<file path="config.mk">
export PLATFORM = sky130hd
export DESIGN_NAME = gcode_word_parser_top
export DESIGN_NICKNAME = d
export VERILOG_FILES = /design/src/hdl/gwp_pkg.sv /design/src/hdl/gwp_scale.sv /design/src/hdl/gcode_word_parser_top.sv
export SDC_FILE = /design/constraint.sdc
export NUM_CORES = 2
export LEC_CHECK = 0
export ABC_AREA = 1
export BUFFER_PORTS_ARGS = -buffer_cell sky130_fd_sc_hd__buf_2
export CAP_MARGIN = 20
export CORE_MARGIN = 3
export CORE_UTILIZATION = 40
export DETAILED_ROUTE_END_ITERATION = 6
export MAX_ROUTING_LAYER = met4
export PLACE_DENSITY = 0.65
export SKIP_LAST_GASP = 1
export SYNTH_ARGS = -nofsm -noshare
export SYNTH_HDL_FRONTEND = slang
export SYNTH_SLANG_ARGS = --single-unit
</file>
<file path="constraint.sdc">
create_clock -name clk -period 9.45 [get_ports clk]
set_input_delay 0.945 -clock clk [delete_from_list [all_inputs] [get_ports clk]]
set_output_delay 0.945 -clock clk [all_outputs]
set_load 0.02 [all_outputs]
</file>
<file path="src/hdl/gwp_pkg.sv">
`default_nettype none
package gwp_pkg;

	localparam int FRAC_DIGITS = 4;
	localparam int P10_W = 24;
	localparam int PROD_W = 32 + P10_W;
	localparam int FIFO_DEPTH = 8;
	localparam int PTR_W = $clog2(FIFO_DEPTH);
	localparam int CNT_W = PTR_W + 1;

	localparam logic [4:0] NO_WORD = 5'd31;

	localparam logic [7:0] CH_SPACE = 8'd32;
	localparam logic [7:0] CH_SEMI = 8'd59;
	localparam logic [7:0] CH_POINT = 8'd46;
	localparam logic [7:0] CH_PLUS = 8'd43;
	localparam logic [7:0] CH_MINUS = 8'd45;
	localparam logic [7:0] CH_ZERO = 8'd48;
	localparam logic [7:0] CH_NINE = 8'd57;
	localparam logic [7:0] CH_LETTER_LO = 8'd65;
	localparam logic [7:0] CH_LETTER_HI = 8'd122;

	localparam logic [32:0] POS_LIM = 33'h0_7FFF_FFFF;
	localparam logic [32:0] NEG_LIM = 33'h0_8000_0000;

	typedef struct packed {
		logic [4:0] letter;
		logic [31:0] mag;
		logic neg;
		logic point;
		logic [2:0] frac_cnt;
		logic stopped;
		logic clamp;
		logic started;
	} word_t;

	localparam word_t WORD_CLEAR = '{letter: NO_WORD, default: '0};

	typedef struct packed {
		logic [4:0] letter;
		logic [31:0] mag;
		logic neg;
		logic [2:0] frac_cnt;
		logic clamp;
		logic last;
	} emit_t;

	typedef struct packed {
		logic [4:0] letter;
		logic signed [31:0] value;
		logic sat;
		logic last;
	} result_t;

	function automatic logic [4:0] letter_code(input logic [7:0] c);
		logic [4:0] code;
		case (c)
			8'h41: code = 5'd0;
			8'h42: code = 5'd1;
			8'h43: code = 5'd2;
			8'h58: code = 5'd3;
			8'h59: code = 5'd4;
			8'h5A: code = 5'd5;
			8'h49: code = 5'd6;
			8'h4A: code = 5'd7;
			8'h4B: code = 5'd8;
			8'h46: code = 5'd9;
			8'h53: code = 5'd10;
			8'h50: code = 5'd11;
			8'h52: code = 5'd12;
			8'h54: code = 5'd13;
			8'h4E: code = 5'd14;
			8'h4D: code = 5'd15;
			8'h47: code = 5'd16;
			default: code = NO_WORD;
		endcase
		return code;
	endfunction

	function automatic logic [P10_W-1:0] pow10(input logic [2:0] n);
		logic [P10_W-1:0] p;
		case (n)
			3'd0: p = P10_W'(1);
			3'd1: p = P10_W'(10);
			3'd2: p = P10_W'(100);
			3'd3: p = P10_W'(1000);
			3'd4: p = P10_W'(10000);
			3'd5: p = P10_W'(100000);
			3'd6: p = P10_W'(1000000);
			3'd7: p = P10_W'(10000000);
			default: p = P10_W'(1);
		endcase
		return p;
	endfunction

endpackage
`default_nettype wire

</file>
<file path="src/hdl/gwp_scale.sv">
`default_nettype none
module gwp_scale (
	input wire logic clk,
	input wire logic arst_n,
	input wire logic a_vld_s1,
	input wire gwp_pkg::emit_t a_s1,
	input wire logic b_vld_s1,
	input wire logic [4:0] b_letter_s1,
	output logic push_a,
	output gwp_pkg::result_t res_a,
	output logic push_b,
	output gwp_pkg::result_t res_b
);

	logic a_vld_s2;
	logic b_vld_s2;
	logic [gwp_pkg::PROD_W-1:0] prod_s2;
	logic [4:0] a_letter_s2;
	logic a_neg_s2;
	logic a_clamp_s2;
	logic a_last_s2;
	logic [4:0] b_letter_s2;

	logic [gwp_pkg::PROD_W-1:0] bound;
	logic [gwp_pkg::PROD_W-1:0] mag_sat;
	logic over;
	logic [31:0] mag32;

	always_ff @(posedge clk or negedge arst_n) begin
		if (!arst_n) begin
			a_vld_s2 <= 1'b0;
			b_vld_s2 <= 1'b0;
		end else begin
			a_vld_s2 <= a_vld_s1;
			b_vld_s2 <= b_vld_s1;
		end
	end

	// scale to fixed point: magnitude times 10^(digits still missing)
	always_ff @(posedge clk) begin
		prod_s2 <= gwp_pkg::PROD_W'(a_s1.mag)
			* gwp_pkg::PROD_W'(gwp_pkg::pow10(3'(gwp_pkg::FRAC_DIGITS) - a_s1.frac_cnt));
		a_letter_s2 <= a_s1.letter;
		a_neg_s2 <= a_s1.neg;
		a_clamp_s2 <= a_s1.clamp;
		a_last_s2 <= a_s1.last;
		b_letter_s2 <= b_letter_s1;
	end

	always_comb begin
		bound = a_neg_s2 ? gwp_pkg::PROD_W'(gwp_pkg::NEG_LIM)
			: gwp_pkg::PROD_W'(gwp_pkg::POS_LIM);
		over = prod_s2 > bound;
		mag_sat = over ? bound : prod_s2;
		mag32 = mag_sat[31:0];
		push_a = a_vld_s2;
		res_a.letter = a_letter_s2;
		res_a.value = a_neg_s2 ? -$signed(mag32) : $signed(mag32);
		res_a.sat = a_clamp_s2 | over;
		res_a.last = a_last_s2;
		push_b = b_vld_s2;
		res_b.letter = b_letter_s2;
		res_b.value = '0;
		res_b.sat = 1'b0;
		res_b.last = 1'b1;
	end

endmodule
`default_nettype wire

</file>
<file path="src/hdl/gcode_word_parser_top.sv">
`default_nettype none
// G-code word splitter: takes one character per cycle while in_ready is high and
// returns each known word (letter code A B C X Y Z I J K F S P R T N M G as 0..16)
// with its value times 10^4, truncated and saturated to 32 bits. A space, a
// semicolon, a letter or line_end closes a word; a semicolon drops the rest of the
// line. Each character yields at most two results, which pass the s1 and s2 stage
// registers into an 8-entry result queue and leave it one per cycle while out_ready
// is high.
// in_ready falls only when fewer than two queue entries are left unreserved, so the
// input runs at full rate as long as results are taken at the rate they are made.
module gcode_word_parser_top (
	input wire logic clk,
	input wire logic arst_n,
	input wire logic in_valid,
	output logic in_ready,
	input wire logic [7:0] char_code,
	input wire logic line_end,
	output logic out_valid,
	input wire logic out_ready,
	output logic [4:0] word_letter,
	output logic signed [31:0] word_value,
	output logic value_saturated,
	output logic last_of_line
);

	gwp_pkg::word_t word_q;
	gwp_pkg::word_t word_n;
	gwp_pkg::word_t fed;
	logic comment_q;
	logic comment_n;

	logic is_digit;
	logic is_letter;
	logic [4:0] code;
	logic [3:0] digit;
	logic [35:0] acc_next;
	logic [35:0] acc_lim;
	logic acc_over;

	gwp_pkg::emit_t em_a;
	logic em_a_vld;
	logic em_b_vld;
	logic [4:0] em_b_letter;

	logic a_vld_s1;
	gwp_pkg::emit_t a_s1;
	logic b_vld_s1;
	logic [4:0] b_letter_s1;

	logic push_a;
	logic push_b;
	gwp_pkg::result_t res_a;
	gwp_pkg::result_t res_b;

	gwp_pkg::result_t mem_q [gwp_pkg::FIFO_DEPTH];
	logic [gwp_pkg::PTR_W-1:0] wr_ptr_q;
	logic [gwp_pkg::PTR_W-1:0] rd_ptr_q;
	logic [gwp_pkg::CNT_W-1:0] fill_q;
	logic [gwp_pkg::CNT_W-1:0] res_q;
	logic in_fire;
	logic out_fire;
	logic [gwp_pkg::CNT_W-1:0] n_new;
	logic [gwp_pkg::CNT_W-1:0] n_push;
	logic [gwp_pkg::CNT_W-1:0] n_pop;

	assign in_fire = in_valid & in_ready;
	assign out_fire = out_valid & out_ready;
	assign in_ready = res_q <= gwp_pkg::CNT_W'(gwp_pkg::FIFO_DEPTH - 2);

	// number accumulation
	always_comb begin
		is_digit = (char_code >= gwp_pkg::CH_ZERO) && (char_code <= gwp_pkg::CH_NINE);
		is_letter = char_code inside {[gwp_pkg::CH_LETTER_LO:gwp_pkg::CH_LETTER_HI]};
		code = gwp_pkg::letter_code(char_code);
		digit = 4'(char_code - gwp_pkg::CH_ZERO);
		acc_next = ({4'b0, word_q.mag} << 3) + ({4'b0, word_q.mag} << 1) + 36'(digit);
		acc_lim = word_q.neg ? 36'(gwp_pkg::NEG_LIM) : 36'(gwp_pkg::POS_LIM);
		acc_over = acc_next > acc_lim;

		fed = word_q;
		if (is_digit) begin
			fed.started = 1'b1;
			if (!word_q.point || (word_q.frac_cnt < 3'(gwp_pkg::FRAC_DIGITS))) begin
				fed.mag = acc_over ? acc_lim[31:0] : acc_next[31:0];
				fed.clamp = word_q.clamp | acc_over;
				if (word_q.point) begin
					fed.frac_cnt = word_q.frac_cnt + 3'd1;
				end
			end
		end else if (char_code == gwp_pkg::CH_POINT) begin
			if (word_q.point) begin
				fed.stopped = 1'b1;
			end else begin
				fed.point = 1'b1;
				fed.started = 1'b1;
			end
		end else if ((char_code == gwp_pkg::CH_PLUS) || (char_code == gwp_pkg::CH_MINUS)) begin
			if (word_q.started) begin
				fed.stopped = 1'b1;
			end else begin
				fed.started = 1'b1;
				fed.neg = char_code == gwp_pkg::CH_MINUS;
			end
		end else begin
			fed.stopped = 1'b1;
		end
	end

	// word splitting and result requests
	always_comb begin
		word_n = word_q;
		comment_n = comment_q;
		em_a_vld = 1'b0;
		em_b_vld = 1'b0;
		em_b_letter = gwp_pkg::NO_WORD;
		em_a.letter = word_q.letter;
		em_a.mag = word_q.mag;
		em_a.neg = word_q.neg;
		em_a.frac_cnt = word_q.frac_cnt;
		em_a.clamp = word_q.clamp;
		em_a.last = line_end;

		if (!comment_q) begin
			if ((char_code == gwp_pkg::CH_SEMI) || (char_code == gwp_pkg::CH_SPACE)) begin
				em_a_vld = word_q.letter != gwp_pkg::NO_WORD;
				word_n = gwp_pkg::WORD_CLEAR;
				if (char_code == gwp_pkg::CH_SEMI) begin
					comment_n = 1'b1;
				end
			end else if (is_letter) begin
				em_a_vld = word_q.letter != gwp_pkg::NO_WORD;
				em_a.last = line_end && (code == gwp_pkg::NO_WORD);
				word_n = gwp_pkg::WORD_CLEAR;
				word_n.letter = code;
			end else if ((word_q.letter != gwp_pkg::NO_WORD) && !word_q.stopped) begin
				word_n = fed;
			end
		end

		if (line_end) begin
			if (word_n.letter != gwp_pkg::NO_WORD) begin
				if (em_a_vld) begin
					em_b_vld = 1'b1;
					em_b_letter = word_n.letter;
				end else begin
					em_a_vld = 1'b1;
					em_a.letter = word_n.letter;
					em_a.mag = word_n.mag;
					em_a.neg = word_n.neg;
					em_a.frac_cnt = word_n.frac_cnt;
					em_a.clamp = word_n.clamp;
					em_a.last = 1'b1;
				end
			end
			word_n = gwp_pkg::WORD_CLEAR;
			comment_n = 1'b0;
		end
	end

	always_ff @(posedge clk or negedge arst_n) begin
		if (!arst_n) begin
			word_q <= gwp_pkg::WORD_CLEAR;
			comment_q <= 1'b0;
			a_vld_s1 <= 1'b0;
			b_vld_s1 <= 1'b0;
		end else begin
			a_vld_s1 <= in_fire & em_a_vld;
			b_vld_s1 <= in_fire & em_b_vld;
			if (in_fire) begin
				word_q <= word_n;
				comment_q <= comment_n;
			end
		end
	end

	always_ff @(posedge clk) begin
		a_s1 <= em_a;
		b_letter_s1 <= em_b_letter;
	end

	gwp_scale u_scale (
		.clk(clk),
		.arst_n(arst_n),
		.a_vld_s1(a_vld_s1),
		.a_s1(a_s1),
		.b_vld_s1(b_vld_s1),
		.b_letter_s1(b_letter_s1),
		.push_a(push_a),
		.res_a(res_a),
		.push_b(push_b),
		.res_b(res_b)
	);

	// result queue, reserved at transfer so it never overflows
	assign n_new = in_fire ? (gwp_pkg::CNT_W'(em_a_vld) + gwp_pkg::CNT_W'(em_b_vld))
		: '0;
	assign n_push = gwp_pkg::CNT_W'(push_a) + gwp_pkg::CNT_W'(push_b);
	assign n_pop = gwp_pkg::CNT_W'(out_fire);

	always_ff @(posedge clk or negedge arst_n) begin
		if (!arst_n) begin
			wr_ptr_q <= '0;
			rd_ptr_q <= '0;
			fill_q <= '0;
			res_q <= '0;
		end else begin
			wr_ptr_q <= wr_ptr_q + gwp_pkg::PTR_W'(n_push);
			rd_ptr_q <= rd_ptr_q + gwp_pkg::PTR_W'(n_pop);
			fill_q <= fill_q + n_push - n_pop;
			res_q <= res_q + n_new - n_pop;
		end
	end

	always_ff @(posedge clk) begin
		if (push_a) begin
			mem_q[wr_ptr_q] <= res_a;
		end
		if (push_b) begin
			mem_q[wr_ptr_q + gwp_pkg::PTR_W'(1)] <= res_b;
		end
	end

	assign out_valid = fill_q != '0;
	assign word_letter = mem_q[rd_ptr_q].letter;
	assign word_value = mem_q[rd_ptr_q].value;
	assign value_saturated = mem_q[rd_ptr_q].sat;
	assign last_of_line = mem_q[rd_ptr_q].last;

`ifndef NO_ASSERTIONS
	a_fill_le_res: assert property (@(posedge clk) disable iff (!arst_n)
		fill_q <= res_q)
		else $error("queue holds more than was reserved");
	a_res_bound: assert property (@(posedge clk) disable iff (!arst_n)
		res_q <= gwp_pkg::CNT_W'(gwp_pkg::FIFO_DEPTH))
		else $error("queue reservation beyond depth");
	a_b_needs_a: assert property (@(posedge clk) disable iff (!arst_n)
		b_vld_s1 |-> a_vld_s1)
		else $error("second result without a first");
	a_push_follows: assert property (@(posedge clk) disable iff (!arst_n)
		a_vld_s1 |=> push_a)
		else $error("result lost in scaling stage");
`endif

endmodule
`default_nettype wire

</file>
# Word level (Yosys, flattened, before mapping)
# Memories as Yosys holds them, arrays and structs flattened.
# Index checks and enable logic that the tools add are counted.
# word_totals
register_bits,181
inputBits,13
n_memories,2
ramBits,312
elab_cells,164
mem_bits_ro,168
output_inout_bits,41
# classes
bitwise_logic,6
n_lt_le_gt_ge,8
n_reduce_logical,17
n_mul,1
eq_ne,30
n_mux,55
add_sub_neg,15
# mem_list
memory,depth,width,read_ports,rd_ports_with_merged_regs,write_ports,line_no,text
mem_q,8,39,1,0,2,gcode_word_parser_top.sv:55,gwp_pkg::result_t mem_q [gwp_pkg::FIFO_DEPTH];
(name not given),8,21,1,0,0,gwp_pkg.sv:82,case (n)
# op_table
op,count
32-bit 2-to-1 mux,7
45-bit 2-to-1 mux,4
"8-bit by 7-bit == test with 1-bit output, second input constant",17
43-bit 2-to-1 mux,3
5-bit case mux with 17 select lines,1
56-bit by 32-bit greater-than comparator with 1-bit output,1
32-bit by 24-bit multiplier with 56-bit output,1
"8-bit by 6-bit == test with 1-bit output, second input constant",5
40-bit 2-to-1 mux,1
35-bit by 33-bit adder with 36-bit output,1
36-bit by 4-bit adder with 36-bit output,1
36-bit by 32-bit greater-than comparator with 1-bit output,1
1-bit 2-to-1 mux,34
32-bit negation,1
"6-bit by 5-bit inequality test with 1-bit output, second input constant",2
4-bit nonzero test,3
"5-bit inequality test, second input constant",2
5-bit AND reduction,2
3-bit 2-to-1 mux,3
4-bit by 2-bit adder with 4-bit output,2
"8-bit by 6-bit >= comparator with 1-bit output, second input constant",1
"8-bit by 7-bit >= comparator with 1-bit output, second input constant",1
"8-bit by 6-bit less-or-equal comparator with 1-bit output, second input constant",1
"8-bit by 7-bit less-or-equal comparator with 1-bit output, second input constant",1
22 further kinds,36

# Logic depth before layout (Yosys ltp)
# logic_depth
depth_word,17
mapped_depth,38
depth_no_buf,36

# Hierarchy
# Synthesis repeated with hierarchy kept, for this count alone.
# hier_totals
hier_cells,6469
area_unflattened_um2,51041.5
# by_module_without_submodules
mod,n_inst,area_per_inst_um2,cells_per_inst,seq_area_each_um2
gwp_scale,1,26110.0,3286,1431.4
gcode_word_parser_top,1,24931.4,3183,11887.7

# Least setup slack after synthesis
# OpenSTA, ideal clock, no wires.
# synth_timing
path_type,register to register
from,"register, netlist name a_s1[2]"
to,register u_scale.prod_s2[42] in the netlist's numbering
setup_time_ps,72
synth_period_minus_slack_ps,7579
t_arrival_ps,7507
stages_incl_launch_ff,35
path_buffers,3
path_slack_ps,1871
required_ps,9378
path_cell_list,dfxtp_1 inv_1 ha_1 or2_2 nand2_1 clkbuf_1 nand2_1 o21ai_0 clkbuf_1 buf_1 nor2_1 fa_1 fa_1 inv_1 fa_1 fa_1 inv_1 fa_1 fa_1 inv_1 fa_1 inv_1 ha_1 a21oi_1 inv_1 a31oi_1 nor2_1 nor3_1 inv_1 a21oi_1 nand2_1 a21oi_1 inv_1 a21oi_1 xnor2_1
# synth_between
elab_chain_cells,3
# synth_lines
item,line_no,text
3-bit subtractor,gwp_scale.sv:42,* gwp_pkg::PROD_W'(gwp_pkg::pow10(3'(gwp_pkg::FRAC_DIGITS) - a_s1.frac_cnt));
memory 8 x 21 bit,-,
32-bit by 24-bit multiplier with 56-bit output,gwp_scale.sv:42,
to (signal assigned),gwp_scale.sv:41,prod_s2 <= gwp_pkg::PROD_W'(a_s1.mag)
to (decl),gwp_scale.sv:17,logic [gwp_pkg::PROD_W-1:0] prod_s2;
# Every way passes these cells.
# A chain may end at the register's enable or synchronous reset.

# Final worst setup path
# layout_timing
from,"register, netlist name a_s1[2]"
to,register u_scale.prod_s2[55] in the netlist's numbering
# layout_between
elab_chain_cells,3
# layout_lines
item,line_no
3-bit subtractor,gwp_scale.sv:42
memory 8 x 21 bit,-
32-bit by 24-bit multiplier with 56-bit output,gwp_scale.sv:42
# Every way passes these cells.

==> flow_summary.json <==
{
  "clkLatencyLatePin_ns": 0.63,
  "r2r-start": "a_s1[2]",
  "syn_inst": 6182,
  "leakage_uw": 0.02672,
  "layout_min_cycle_time_ns": 8.723,
  "grt_max_degree": 89,
  "cp-start-kind": "register",
  "status": "complete, but fails checks",
  "yosysMostFrequentCell": "nand2_1",
  "cp_slowest_stage_delay_ns": 0.57,
  "crit_buf_inv": 6,
  "dr.pass1.iters": 7,
  "setup.worst_path.start": "a_s1[2]",
  "htreeDepth": 2,
  "swShare_pct": 46.77,
  "portBuffers": 53,
  "clk_pin_slew_ns": 0.06,
  "violations": "DRC",
  "wire_per_inst_um": 18.25,
  "grt_usage_pct": 23.65,
  "final-max-slew-violation-count": 0,
  "cp_num_cells": 29,
  "die_w_um": 350.4,
  "path_class": "reg -> reg",
  "hold_class": "in -> async",
  "final.period_utilization_pct": 92.31,
  "cap_viol_max_count": 0,
  "required_ns": 9.96,
  "r2r_end": "u_scale.prod_s2[55]",
  "cts_buffers": 54,
  "setup_violations": 0,
  "yosysTopAreaCellShare_pct": 24.05,
  "hold_violations": 0,
  "io_pins": 54,
  "drive_above_1_share_pct": 5.248,
  "slew_headroom_pct": 24.25,
  "grt-ovfl-total": 0,
  "critPathTopFamily": "adder cells",
  "grt_setup_unrepaired": "false",
  "synth.area.top_cells": "fa_1 (24%), dfxtp_1 (16%), ha_1 (10%), nand2_1 (9.9%), inv_1 (9.0%)",
  "p_clk_share_pct": 19.7,
  "crit_top_cell": "fa_1",
  "p_seq_share_pct": 28.2,
  "ir_drop_mv": 0.1955,
  "num_rows": 125,
  "p_int_uw": 5823,
  "cts_tree": "built",
  "syn_nets": 7151,
  "clockBufferDepth": 3,
  "whs_ns": 0.1879,
  "crit_path_end_kind": "register",
  "dieHeight_um": 350.4,
  "r2r_slack_ns": 0.73,
  "cp_max_fo": 13,
  "p_comb_share_pct": 52.1,
  "vias": 40140,
  "viasPerCell": 5.227,
  "grt_pass1_wl_um": 224900,
  "clock-sinks": 493,
  "yosysWarnings": 0,
  "layout.nets": 7078,
  "detailed_place_hpwl_um": 106900,
  "antenna_found_initial": 0,
  "critPathSlowestCell": "fa_1",
  "drtIter0Drc": 3518,
  "die_area_um2": 122800,
  "yosysSeqAreaShare_pct": 22.34,
  "synth-edff-count": 40,
  "power_per_cell_area_nw_per_um2": 214.7,
  "grt_pass1_vias": 40390,
  "finalClockSkew_ns": 0.03733,
  "synth_cell_type_count": 65,
  "ys.flop_type": "dfxtp_1",
  "ys_seq_elements": 493,
  "synth_area_um2": 47440,
  "antenna_cells": 0,
  "async_flop_share_pct": 12.98,
  "drtAntennaViolNets": 0,
  "start_util_pct": 40.55,
  "syn2layout_area_growth_pct": 7.411,
  "max_freq_mhz": 114.6,
  "cts_hold_buf": 0,
  "core-area_um2": 117000,
  "root_buffer": "clkbuf_16",
  "synth_largest_area_cell": "fa_1",
  "wl_um": 140200,
  "syn_area_per_cell_um2": 7.674,
  "worst_r2r_path_depth": 29,
  "p_switching_uw": 5116,
  "gp_congestion": 0.9339,
  "drc": 1,
  "cp.arrival_ns": 9.23,
  "synth_commonest_cells": "nand2_1 (1,252), inv_1 (1,136), nor2_1 (798), fa_1 (570), dfxtp_1 (389)",
  "setup-tns-final_ns": 0,
  "tightest_slew_ns": 1.135
}
-- metrics by stage --
stage,power [uW],util [%],std cells,setup WS [ns],instance area (um2)
after floorplan,7132,-,6182,1.871,47440
after CTS,10940,43.53,7676,0.3291,50920
after global placement,8651,41.97,7574,0.5024,49100
after global routing,11840,43.56,7679,0.1386,50960
after detailed placement,8766,41.97,7574,0.3478,49100
final,10940,43.56,7679,0.7271,50960
-- cell families (layout without fill, tap and decap cells) --
group | after synthesis | in the layout | share of synthesized area, %
flops | 493 | 493 | 22.34
fa+ha+maj | 956 | 956 | 34.23
buf+inv | 1401 | 1374 | 11.25
compound gates | 843 | 843 | 10.04
simple gates | 2406 | 2406 | 20.61
xor+xnor | 83 | 83 | 1.532
-- power by group through the flow --
stage	clock, uW	sequential [uW]	combinational (uW)
6_report	2160	3090	5700
5_1_grt	2270	3160	6410
4_1_cts	2190	3080	5670
3_5_place_dp	0	3120	5640
3_3_place_gp	0	3110	5540
2_1_floorplan	0	2970	4160
-- how the worst max path moves through the flow --
stage	end	slack, ns
6_report	u_scale.prod_s2[55]	0.73
4_1_cts	u_scale.prod_s2[55]	0.33
2_1_floorplan	u_scale.prod_s2[42]	1.87
3_5_place_dp	u_scale.prod_s2[55]	0.35
3_3_place_gp	u_scale.prod_s2[55]	0.50
5_1_grt	u_scale.prod_s2[55]	0.14
-- cells in the final DEF (no fill, tap or decap), types with 5 or more instances in the layout --
cell type,synthesis,layout
a31oi_1,59,59
dfstp_2,5,5
nand3_2,10,10
nand2_1,1252,1252
o21bai_1,5,5
buf_2,13,53
inv_1,1136,1133
edfxtp_1,40,40
o21ai_1,35,35
nand3_1,215,215
clkbuf_8,0,9
clkbuf_1,210,12
inv_2,12,15
buf_4,8,61
nand4_1,26,26
a21o_1,7,7
a22oi_1,6,6
clkbuf_16,0,56
o21ai_0,290,288
nand2_2,23,23
nand3b_1,23,23
nor3_1,23,23
nor2_1,798,791
o21a_1,13,13
o21ai_2,15,17
clkinv_2,0,12
o22ai_1,123,123
clkinv_1,9,7
ha_1,386,386
fa_1,570,570
dfxtp_1,389,388
nor2_2,14,21
o31ai_1,5,5
xnor2_1,30,30
nor4_1,6,5
xor2_1,53,53
a211oi_1,7,7
dfrtp_1,59,57
a21oi_1,244,243
-- timing repair --
action                                  4_1_cts  5_1_grt
endpoints found under the setup margin        0        4
buffers inserted                              0        2
gates resized for setup                       0        3
-- routing by layer --
layer	share of wire, %	global-route usage [%]	vias to the layer above
li1	-	-	19040
met3	6.7	2.692	302
met1	43	30.49	19330
met4	3.9	8.115	0
met2	47	38.69	1464
met5	0	-	-
-- final cells by class --
type	instances	area, um2
repair inverters	1	5.005
flip-flops and latches	493	10600
clock buffers	77	1570
multi-input cells	4288	31540
fillers	11790	66030
repair buffers	114	723.2
clock inverters	25	256.5
inverters	1157	4349
well taps	1524	1907
-- flip-flops by register name, indices dropped and copies added (netlist names), 3 cells and up --
name,count
a_s1,43
b_letter_s1,5
fed,5
fill_q,4
mem_q,312
rd_ptr_q,3
res_q,4
u_scale.a_letter_s2,5
u_scale.b_letter_s2,5
u_scale.prod_s2,56
word_q,40
wr_ptr_q,3
Note: power is estimated with default switching activity, not from simulation.
